**config.mk**
```make
export PLATFORM = sky130hd
export DESIGN_NAME = tmcw_sweep
export DESIGN_NICKNAME = d
export VERILOG_FILES = /design/src/rtl/core/tmcw_pkg.sv /design/src/rtl/core/tmcw_sweep.sv
export SDC_FILE = /design/constraint.sdc
export NUM_CORES = 1
export LEC_CHECK = 0
export BUFFER_PORTS_ARGS = -buffer_cell sky130_fd_sc_hd__buf_2
export CAP_MARGIN = 10
export CORE_ASPECT_RATIO = 0.6
export CORE_UTILIZATION = 43
export CTS_CLUSTER_SIZE = 24
export DETAILED_ROUTE_END_ITERATION = 10
export PLACE_DENSITY_LB_ADDON = 0.25
export REMOVE_ABC_BUFFERS = 1
export SETUP_SLACK_MARGIN = 0.1
export SLEW_MARGIN = 20
export SYNTH_ARGS = -nofsm -noshare
export SYNTH_HDL_FRONTEND = slang
export SYNTH_SLANG_ARGS = --single-unit
export TNS_END_PERCENT = 1
```
**constraint.sdc**
```tcl
create_clock -name i_clk -period 1.55 [get_ports i_clk]
set_clock_uncertainty 0.15 [all_clocks]
set_input_delay 0.155 -clock i_clk [delete_from_list [all_inputs] [get_ports i_clk]]
set_output_delay 0.155 -clock i_clk [all_outputs]
set_load 0.03 [all_outputs]
```
**src/rtl/core/tmcw_pkg.sv**
```systemverilog
// shared constants, codes and types of the text mode console writer
`timescale 1ns / 1ps

package tmcw_pkg;

    // screen geometry
    localparam int COLUMNS    = 80;
    localparam int ROWS       = 25;
    localparam int CELL_COUNT = ROWS * COLUMNS;

    localparam int ADDR_W = $clog2(CELL_COUNT);
    localparam int COL_W  = $clog2(COLUMNS);
    localparam int ROW_W  = $clog2(ROWS);

    // port field widths
    localparam int CELL_W      = 16;
    localparam int ATTR_W      = 8;
    localparam int CHAR_W      = 8;
    localparam int MODE_W      = 2;
    localparam int CELL_ADDR_W = 11;
    localparam int POS_W       = 11;
    localparam int TOP_W       = 5;
    localparam int CFG_IDX_W   = 1;
    localparam int CFG_DATA_W  = 8;

    localparam int CURSOR_ROW_RESET = (12 < ROWS) ? 12 : ROWS - 1;

    localparam logic [ATTR_W-1:0] ATTR_RESET = 8'h0F;
    localparam logic [TOP_W-1:0]  TOP_RESET  = 5'd12;

    // configuration register indexes
    localparam logic [CFG_IDX_W-1:0] CFG_TEXT_ATTRIBUTE = 1'd0;
    localparam logic [CFG_IDX_W-1:0] CFG_SCROLL_TOP     = 1'd1;

    // item modes
    localparam logic [MODE_W-1:0] MODE_PUT   = 2'd0;
    localparam logic [MODE_W-1:0] MODE_READ  = 2'd1;
    localparam logic [MODE_W-1:0] MODE_CLEAR = 2'd2;

    // character codes
    localparam logic [CHAR_W-1:0] CH_BACKSPACE   = 8'h08;
    localparam logic [CHAR_W-1:0] CH_NEWLINE     = 8'h0A;
    localparam logic [CHAR_W-1:0] CH_SPACE       = 8'h20;
    localparam logic [CHAR_W-1:0] CH_FIRST_PRINT = 8'h20;
    localparam logic [CHAR_W-1:0] CH_LAST_PRINT  = 8'h7E;

    localparam logic [CELL_W-1:0] CLEAR_CELL = 16'h0020;
    localparam logic [CELL_W-1:0] RESET_CELL = 16'h0000;

    typedef logic [ADDR_W-1:0] t_addr;
    typedef logic [CELL_W-1:0] t_cell;

    // sweep kinds: fill writes one value, scroll moves rows up and blanks the last
    typedef logic t_sweep_kind;
    localparam t_sweep_kind SWEEP_FILL   = 1'b0;
    localparam t_sweep_kind SWEEP_SCROLL = 1'b1;

    typedef struct packed {
        logic        start;
        t_sweep_kind kind;
        t_addr       first;
        t_cell       blank;
    } t_sweep_cmd;

    typedef struct packed {
        logic  we;
        t_addr waddr;
        t_cell wdata;
        t_addr raddr;
    } t_mem_req;

endpackage

```
**src/rtl/core/tmcw_sweep.sv**
```systemverilog
// address sequencer for screen fill, clear and scroll sweeps
`timescale 1ns / 1ps

module tmcw_sweep (
    input  logic                 i_clk,
    input  logic                 i_rst_n,
    input  tmcw_pkg::t_sweep_cmd i_cmd,
    input  tmcw_pkg::t_cell      i_rdata,
    output tmcw_pkg::t_mem_req   o_req,
    output logic                 o_busy
);

    import tmcw_pkg::*;

    localparam t_addr LAST_ADDR = t_addr'(CELL_COUNT - 1);
    localparam t_addr COPY_END  = t_addr'((ROWS - 1) * COLUMNS);
    localparam t_addr ROW_STEP  = t_addr'(COLUMNS);

    logic        r_issue, n_issue;
    t_addr       r_addr, n_addr;
    t_sweep_kind r_kind, n_kind;
    t_cell       r_blank, n_blank;
    logic        r_wpend, n_wpend;
    t_addr       r_waddr, n_waddr;
    logic        r_wcopy, n_wcopy;
    logic        copying;

    // in scroll, cells above the last row take the cell one row further down
    assign copying = (r_kind == SWEEP_SCROLL) && (r_addr < COPY_END);

    always_comb begin
        n_issue = r_issue;
        n_addr  = r_addr;
        n_kind  = r_kind;
        n_blank = r_blank;
        // every write lands in the cycle after its address is issued
        n_wpend = r_issue;
        n_waddr = r_addr;
        n_wcopy = copying;
        if (r_issue) begin
            if (r_addr == LAST_ADDR) begin
                n_issue = 1'b0;
            end else begin
                n_addr = r_addr + 1'b1;
            end
        end else if (i_cmd.start) begin
            n_issue = 1'b1;
            n_addr  = i_cmd.first;
            n_kind  = i_cmd.kind;
            n_blank = i_cmd.blank;
        end
    end

    // reset starts a zero fill of the whole screen
    always_ff @(posedge i_clk) begin
        if (!i_rst_n) begin
            r_issue <= 1'b1;
            r_addr  <= '0;
            r_kind  <= SWEEP_FILL;
            r_blank <= RESET_CELL;
            r_wpend <= 1'b0;
            r_waddr <= '0;
            r_wcopy <= 1'b0;
        end else begin
            r_issue <= n_issue;
            r_addr  <= n_addr;
            r_kind  <= n_kind;
            r_blank <= n_blank;
            r_wpend <= n_wpend;
            r_waddr <= n_waddr;
            r_wcopy <= n_wcopy;
        end
    end

    assign o_req.we    = r_wpend;
    assign o_req.waddr = r_waddr;
    assign o_req.wdata = r_wcopy ? i_rdata : r_blank;
    assign o_req.raddr = copying ? (r_addr + ROW_STEP) : r_addr;
    assign o_busy      = r_issue | r_wpend;

    a_wpend_follows_issue: assert property (@(posedge i_clk) disable iff (!i_rst_n)
        r_wpend |-> $past(r_issue))
        else $error("sweep write without an issued address");

    a_write_in_range: assert property (@(posedge i_clk) disable iff (!i_rst_n)
        r_wpend |-> (r_waddr <= LAST_ADDR))
        else $error("sweep write beyond the screen");

endmodule

```
==> key figures, run 1 <==
Logic synthesis
  • Largest cells by area after synthesis: dfxtp_1, mux2_2, nand2_1
  • Cell Area, Synth: 2060 sq um
  • Distinct cells, synth: 45
  • Asr flop ratio synth: 0%
  • Post-synth top area cell: dfxtp_1
  • Part of the Yosys area used for sequential elements: 40.9%
  • Avg Inst Size Synth: around 8.6 sq um
  • Mapped Cells: between 200 and 250
  • Register bit total from synthesis: 42
  • Most used DFF post-synth: dfxtp_1
  • EDFF count, synth: 0
  • Synth warn: 0
  • Synth top area share: 40.9%

Timing
  • Min setup slack post-route: -0.220 ns
  • Worst-margin pin slew: 0.491 ns
  • Number of hold violations in the final report: 0
  • Final setup TNS: -2.39 ns
  • Final setup viols: 34
  • Final-report max-slew violation count: 0
  • Min Tclk post-route: around 1.8 ns
  • FMAX: 565 MHz
  • Period utilisation layout: 114%
  • Hold WS: 0.0432 ns
  • Slew headroom: between 60% and 70%
  • Unrepaired setup endpoints after global routing: yes

Global route
  • First-pass GRT wire length: about 10 mm
  • Initial antenna violation count: 0
  • Largest net degree at the start of global routing: 18
  • GRT Util Overall: approximately a quarter
  • Vias in the first global route: roughly 2200
  • Global route overflow: 0

Detailed routing
  • Vias: 2171
  • Vias per cell: 4.99
  • Initial detailed-routing violation count: 110
  • Post-DRT Antenna Nets: 0
  • Final wirelength: between 6 and 7 mm
  • Drt wl/cell: 14.7 um
  • Drt first pass iters: 7
  • DRC: 2

Critical path
  • Data required, critical path: 1.24 ns
  • Crit. End Element: output port
  • Worst Path Arrival: 1.46 ns
  • Critical Path Start Type: register
  • Cell Chain, Critical Path: buf_6, ha_4, o21ai_4, nor2_2, xor2_1, buf_4
  • Worst-path maximum fanout: 3
  • Max incr delay on CP: 0.34 ns
  • Max stage delay cell, worst path: dfxtp_2
  • FF-to-FF path depth: 6
  • WS Path Type: register to output port

Cells and area
  • Most frequent cells in the layout: buf_2, nand2_1, buf_4, dfxtp_1, a21oi_1
  • Most common cell after layout, fill and taps aside: buf_2
  • Ant. Diodes: 0
  • Nets: 421
  • Fraction of layout cells with a size suffix above 1: 53.0%
  • Area delta synth->final: 68.2%
  • Fill cells: 355
  • Finished Cell Area: between 3000 and 4000 sq um

Placement
  • PortBufs: 86
  • Placed Area: 2750 sq um
  • Routability cong.: 0.816
  • Detailed placement HPWL: roughly 4 mm
  • Pre-CTS setup slack: -0.151 ns

Clocking
  • CTS tree: yes
  • Root Driver: clkbuf_8
  • CTS clk-pin slew, worst paths: 0.09 ns
  • CTS sink cnt: 42
  • Longest Clk Path Bufs: 2
  • Depth of the CTS H-tree: 2
  • Num CTS Buffers: 5
  • Clk_lat worst skew: 0.30 ns

Hold path
  • Worst hold path depth: 3
  • Hold Path Class: input pin to register

Run
  • Max Cap Viol: 0

Pwr
  • Clock power share: 36.7%
  • Switching Share: 24.4%
  • Maximum vdd ir drop: 385 uV
  • Total chip power: 2.06 mW
  • P_leak: 1.54 nW
  • Comb power frac: 9.9%
  • Net Sw Power: 0.502 mW
  • Seq pwr share: 53.4%
  • PwrDens: ~600 nW/um^2
  • Internal cell power: 1.56 mW

Floorplan
  • Die ar.: 5070 sq um
  • Core ar.: 4590 sq um
  • Initial Util: between 40 and 50%
  • Row count: 19
  • Die height: 55.6 um
  • Io pins: slightly below 90
  • Die X: just over 90 um

Outcome
  • Failing checks: DRC, setup timing
  • Status: finished with violations
-- power groups by stage --
stage / clock network, mW / registers (mW) / logic, mW
2_1_floorplan: 0 / 1.15 / 0.0278
3_3_place_gp: 0 / 1.12 / 0.157
3_5_place_dp: 0 / 1.12 / 0.159
4_1_cts: 0.762 / 1.10 / 0.199
5_1_grt: 0.813 / 1.10 / 0.220
6_report: 0.757 / 1.10 / 0.204
-- cells in the mapped netlist (3+ instances only) --
| cell type | n |
|---|---|
| o31ai_1 | 5 |
| clkbuf_1 | 6 |
| nor2_1 | 12 |
| o21ai_2 | 3 |
| buf_2 | 6 |
| dfxtp_1 | 42 |
| mux2_2 | 17 |
| xor2_1 | 4 |
| nand3_1 | 4 |
| o21ai_0 | 5 |
| and2_1 | 6 |
| nand2_1 | 47 |
| a21oi_1 | 29 |
| inv_1 | 6 |
| nor3_1 | 3 |
| ha_1 | 3 |
| buf_4 | 6 |
-- repair_timing --
item | CTS | global route
gates resized for setup | 102 | 10
endpoints found under the setup margin | 35 | 37
pin swaps | 18 | 3
cloned | 0 | 0
hold endpoints to repair | 18 | 0
buffers inserted | 6 | 0
hold buffers | 18 | 0
-- critical path: cells and delay by family (launching register included) --
family	cells	cell delay, ns
compound gates	1	0.15
flops	1	0.34
xor+xnor	1	0.15
simple gates	1	0.06
fa+ha+maj	1	0.17
buf+inv	2	0.29
-- logic make-up after synthesis --
logic type                 count (synthesis)  share of synthesized area (%)
xor gates and xnor gates                   5                           2.13
buffers and inverters                     27                           6.76
adders and majority gates                  3                           1.83
and+or+nand+nor                           86                           19.7
AOI/OAI and AO/OA                         57                           18.9
muxes                                     18                           9.80
DFF                                       42                           40.9
-- area by class of cell --
| type | count | area [sq um] | share of cell area, % |
|---|---|---|---|
| Multi-Input combinational cell | 169 | 1290 | 37.4 |
| Timing Repair Buffer | 146 | 1110 | 32.0 |
| Sequential cell | 42 | 856 | 24.7 |
| Clock buffer | 6 | 82.6 | 2.39 |
| Tap cell | 63 | 78.8 | 2.28 |
| Inverter | 7 | 28.8 | 0.832 |
| Clock inverter | 2 | 12.5 | 0.362 |
-- per-stage QoR --
step | utilization, % | instances
floorplan | - | 218
global placement | 59.9 | 403
detailed placement | 59.9 | 403
CTS | 74.2 | 435
global route | 75.4 | 435
finish | 75.4 | 435
-- flip-flops by register name, summed over array words and instances, names as in the netlist --
name	flops
r_waddr	11
r_wpend	1
r_kind	1
n_waddr	11
n_wpend	1
r_wcopy	1
r_blank	16
-- worst paths after layout --
kind,from,endpoint,slack (ns)
worst max-delay path,n_waddr[5]$_SDFFE_PN0P_,o_req[8],-0.22
worst min-delay path,i_cmd[23],n_waddr[7]$_SDFFE_PN0P_,0.04
worst max register to register,n_waddr[5]$_SDFFE_PN0P_,n_waddr[9]$_SDFFE_PN0P_,-0.09
worst min register to register,r_blank[2]$_SDFFE_PN0P_,r_blank[2]$_SDFFE_PN0P_,0.31
-- layer usage --
layer | vias to the layer above | GRT usage (%) | share of wire, %
met4 | 0 | 9.52 | 1.5
met5 | - | 0 | 0
met2 | 64 | 41.3 | 48
met1 | 1015 | 35.0 | 46
met3 | 9 | 4.96 | 4.7
li1 | 1083 | - | -
No activity file was read; power rests on OpenSTA's default activity.
==> inputs of run 2 (changes only) <==
--- a/config.mk
+++ b/config.mk
@@ -7,7 +7,6 @@
 export LEC_CHECK = 0
 export BUFFER_PORTS_ARGS = -buffer_cell sky130_fd_sc_hd__buf_2
 export CAP_MARGIN = 10
-export CORE_ASPECT_RATIO = 0.6
 export CORE_UTILIZATION = 43
 export CTS_CLUSTER_SIZE = 24
 export DETAILED_ROUTE_END_ITERATION = 10
==> key figures, run 2 (synthesis gave the netlist of run 1 again) <==
Outcome
  • Status: finished with violations (unchanged)
  • Failing checks: DRC, setup timing (unchanged)

Floorplan
  • Die X: 71.1 um (was 91.3 um)
  • Initial Util: 45.9% (was 44.8%)
  • Core ar.: 4470 sq um (was 4590 sq um)
  • Die ar.: 5060 sq um (was 5070 sq um)
  • Die height: 71.1 um (was 55.6 um)
  • Row count: 24 (was 19)
  • Io pins: 87 (unchanged)

Critical path
  • FF-to-FF Start: n_waddr[0]$_SDFFE_PN0P_ (was n_waddr[5]$_SDFFE_PN0P_)
  • RR Endpoint: n_waddr[4]$_SDFFE_PN0P_ (was n_waddr[9]$_SDFFE_PN0P_)
  • Critical Path Start Type: register (unchanged)
  • Worst-path maximum fanout: 7 (was 3)
  • Cell Chain, Critical Path: nand2_2, o21ai_4, mux2_4, buf_6 (was buf_6, ha_4, o21ai_4, nor2_2, xor2_1, buf_4)
  • Top delay family on crit path: flip-flops (unchanged)
  • Flop-to-flop setup slack: -0.14 ns (was -0.09 ns)
  • Max stage delay cell, worst path: dfxtp_2 (unchanged)
  • Max incr delay on CP: 0.36 ns (was 0.34 ns)
  • Buffer and inverter count on the worst path: 1 (was 2)
  • Worst Path Arrival: 1.46 ns (about the same)
  • WS Path Type: register to output port (unchanged)
  • Crit. End Element: output port (unchanged)
  • Data required, critical path: 1.24 ns (about the same)
  • FF-to-FF path depth: 6 (unchanged)

Global route
  • Routing usage on met3: 3.99% (was 4.96%)
  • Largest net degree at the start of global routing: 18 (unchanged)
  • Initial antenna violation count: 0 (unchanged)
  • Met2 usage: 41.9% (was 41.3%)
  • Met1 layer usage reported by global route: 27.0% (was 35.0%)
  • Vias in the first global route: 2031 (was 2179)
  • First-pass GRT wire length: 9.14 mm (was 10.2 mm)
  • Gr busiest metal: met2 (unchanged)
  • Global route overflow: 0 (unchanged)
  • GRT Util Overall: 22.7% (was 25.9%)

Hold path
  • Worst hold path depth: 3 (unchanged)
  • Hold EP: n_waddr[0]$_SDFFE_PN0P_ (was n_waddr[7]$_SDFFE_PN0P_)
  • Hold Path Class: input pin to register (unchanged)
  • Hold Startpoint: i_cmd[16] (was i_cmd[23])

Detailed routing
  • Initial detailed-routing violation count: 77 (was 110)
  • Drt wl/cell: 13.9 um (was 14.7 um)
  • Post-DRT Antenna Nets: 0 (unchanged)
  • DRC: 10 (was 2)
  • Vias: 2175 (was 2171)
  • Drt first pass iters: 8 (was 7)
  • Vias per cell: 5.14 (was 4.99)
  • Final wirelength: 5.89 mm (was 6.40 mm)

Cells and area
  • Fraction of layout cells with a size suffix above 1: 49.1% (was 53.0%)
  • Finished Cell Area: 3320 sq um (was 3460 sq um)
  • Sequential Area: 855 sq um (was 856 sq um)
  • Most common cell after layout, fill and taps aside: buf_2 (unchanged)
  • Largest register FFs: 16 (unchanged)
  • Area of the multi-input gates: 1190 sq um (was 1290 sq um)
  • Fill cells: 321 (was 355)
  • Ant. Diodes: 0 (unchanged)
  • Area delta synth->final: 61.3% (was 68.2%)
  • Final core occ: 74.1% (was 75.4%)
  • Most frequent cells in the layout: buf_2, nand2_1, buf_4, dfxtp_1, a21oi_1 (unchanged)
  • Nets: 420 (was 421)
  • Largest Register: r_blank (unchanged)

Clocking
  • CTS clk-pin slew, worst paths: 0.08 ns (was 0.09 ns)
  • Depth of the CTS H-tree: 2 (unchanged)
  • Longest Clk Path Bufs: 2 (unchanged)
  • Num CTS Buffers: 5 (unchanged)
  • Clk_lat worst skew: 0.29 ns (was 0.30 ns)
  • Root Driver: clkbuf_8 (unchanged)
  • CTS tree: yes (unchanged)
  • CTS sink cnt: 42 (unchanged)

Placement
  • Placed Area: 2760 sq um (was 2750 sq um)
  • PortBufs: 86 (unchanged)
  • Detailed placement HPWL: 3.75 mm (was 4.08 mm)
  • Routability cong.: 0.815 (was 0.816)

Timing
  • Slew headroom: 74.6% (was 67.2%)
  • Unrepaired setup endpoints after global routing: yes (unchanged)
  • FMAX: 567 MHz (was 565 MHz)
  • Worst-margin pin slew: 0.381 ns (was 0.491 ns)
  • Period utilisation layout: 114% (about the same)
  • Final setup viols: 35 (was 34)
  • Min Tclk post-route: 1.76 ns (was 1.77 ns)
  • Min setup slack post-route: -0.215 ns (was -0.220 ns)
  • Hold WS: 0.00563 ns (was 0.0432 ns)
  • Number of hold violations in the final report: 0 (unchanged)
  • Final-report max-slew violation count: 0 (unchanged)

Pwr
  • Maximum vdd ir drop: 358 uV (was 385 uV)
  • P_leak: 1.53 nW (was 1.54 nW)
  • PwrDens: 636 nW/um^2 (was 596 nW/um^2)

Run
  • Max Cap Viol: 0 (unchanged)
## run 2: cell count changes in the layout (fill, tap and decap cells not counted), sizes merged
cell,delta
clkinv,-1
dlygate4sd3,-1
clkinvlp,-1
clkbuf,+2
## run 2: cell type report
type	count	share of cell area (%)
well taps	52	1.96
flip-flops and latches	42	25.8
inverters	7	0.792
clock buffers	8	3.32
multi-input cells	169	35.8
repair buffers	145	32.3
## run 2: power breakdown
group / internal (mW) / total (mW) / leakage, nW / switching (mW)
clock: 0.450 / 0.812 / 0.0575 / 0.362
combinational: 0.107 / 0.201 / 1.12 / 0.0938
sequential: 1.09 / 1.10 / 0.344 / 0.00716
total: 1.65 / 2.11 / 1.53 / 0.463
## run 2: per-layer routing
metal | share of wire [%] | wire (um) | vias up
met5 | 0 | 0 | -
met4 | 0.64 | 38 | 0
met3 | 5.7 | 336 | 6
met2 | 50 | 2970 | 86
met1 | 43 | 2550 | 995
li1 | - | - | 1088
## run 2: worst register-to-register path, cell delays in order (launching register included)
cell and delay [ns]:
dfxtp_1 0.35, ha_2 0.23, nand4_2 0.17, o32ai_4 0.30
buf_4 0.20, o21ai_0 0.11, o31ai_1 0.09
## run 2: worst max path at each step
| stage | startpoint | to | slack, ns | cells past startpoint |
|---|---|---|---|---|
| floorplan | n_waddr[0]$_SDFFE_PN0P_ | n_waddr[2]$_SDFFE_PN0P_ | -0.55 | 5 |
| global placement | n_waddr[8]$_SDFFE_PN0P_ | o_req[5] | -0.06 | 4 |
| detailed placement | n_waddr[0]$_SDFFE_PN0P_ | n_waddr[0]$_SDFFE_PN0P_ | -0.12 | 4 |
| CTS | n_waddr[5]$_SDFFE_PN0P_ | o_req[8] | -0.20 | 6 |
| global route | n_waddr[8]$_SDFFE_PN0P_ | o_req[8] | -0.31 | 5 |
| finish | n_waddr[8]$_SDFFE_PN0P_ | o_req[5] | -0.21 | 4 |
## run 2: through the flow
step / power, mW / TNS (ns) / cells / worst slack (ns)
CTS: 2.12 / -2.27 / 423 / -0.195
detailed placement: 1.28 / -0.823 / 395 / -0.122
floorplan: 1.18 / -7.44 / 218 / -0.549
global route: 2.19 / -4.52 / 423 / -0.312
global placement: 1.28 / -0.398 / 395 / -0.0609
finish: 2.11 / -2.27 / 423 / -0.215
## run 2: timing repair
item	CTS	global route
setup buffers	3	0
hold buffers	17	0
gates resized for setup	64	17
endpoints found under the setup margin	36	36
pin swaps	4	0
hold endpoints to repair	17	0
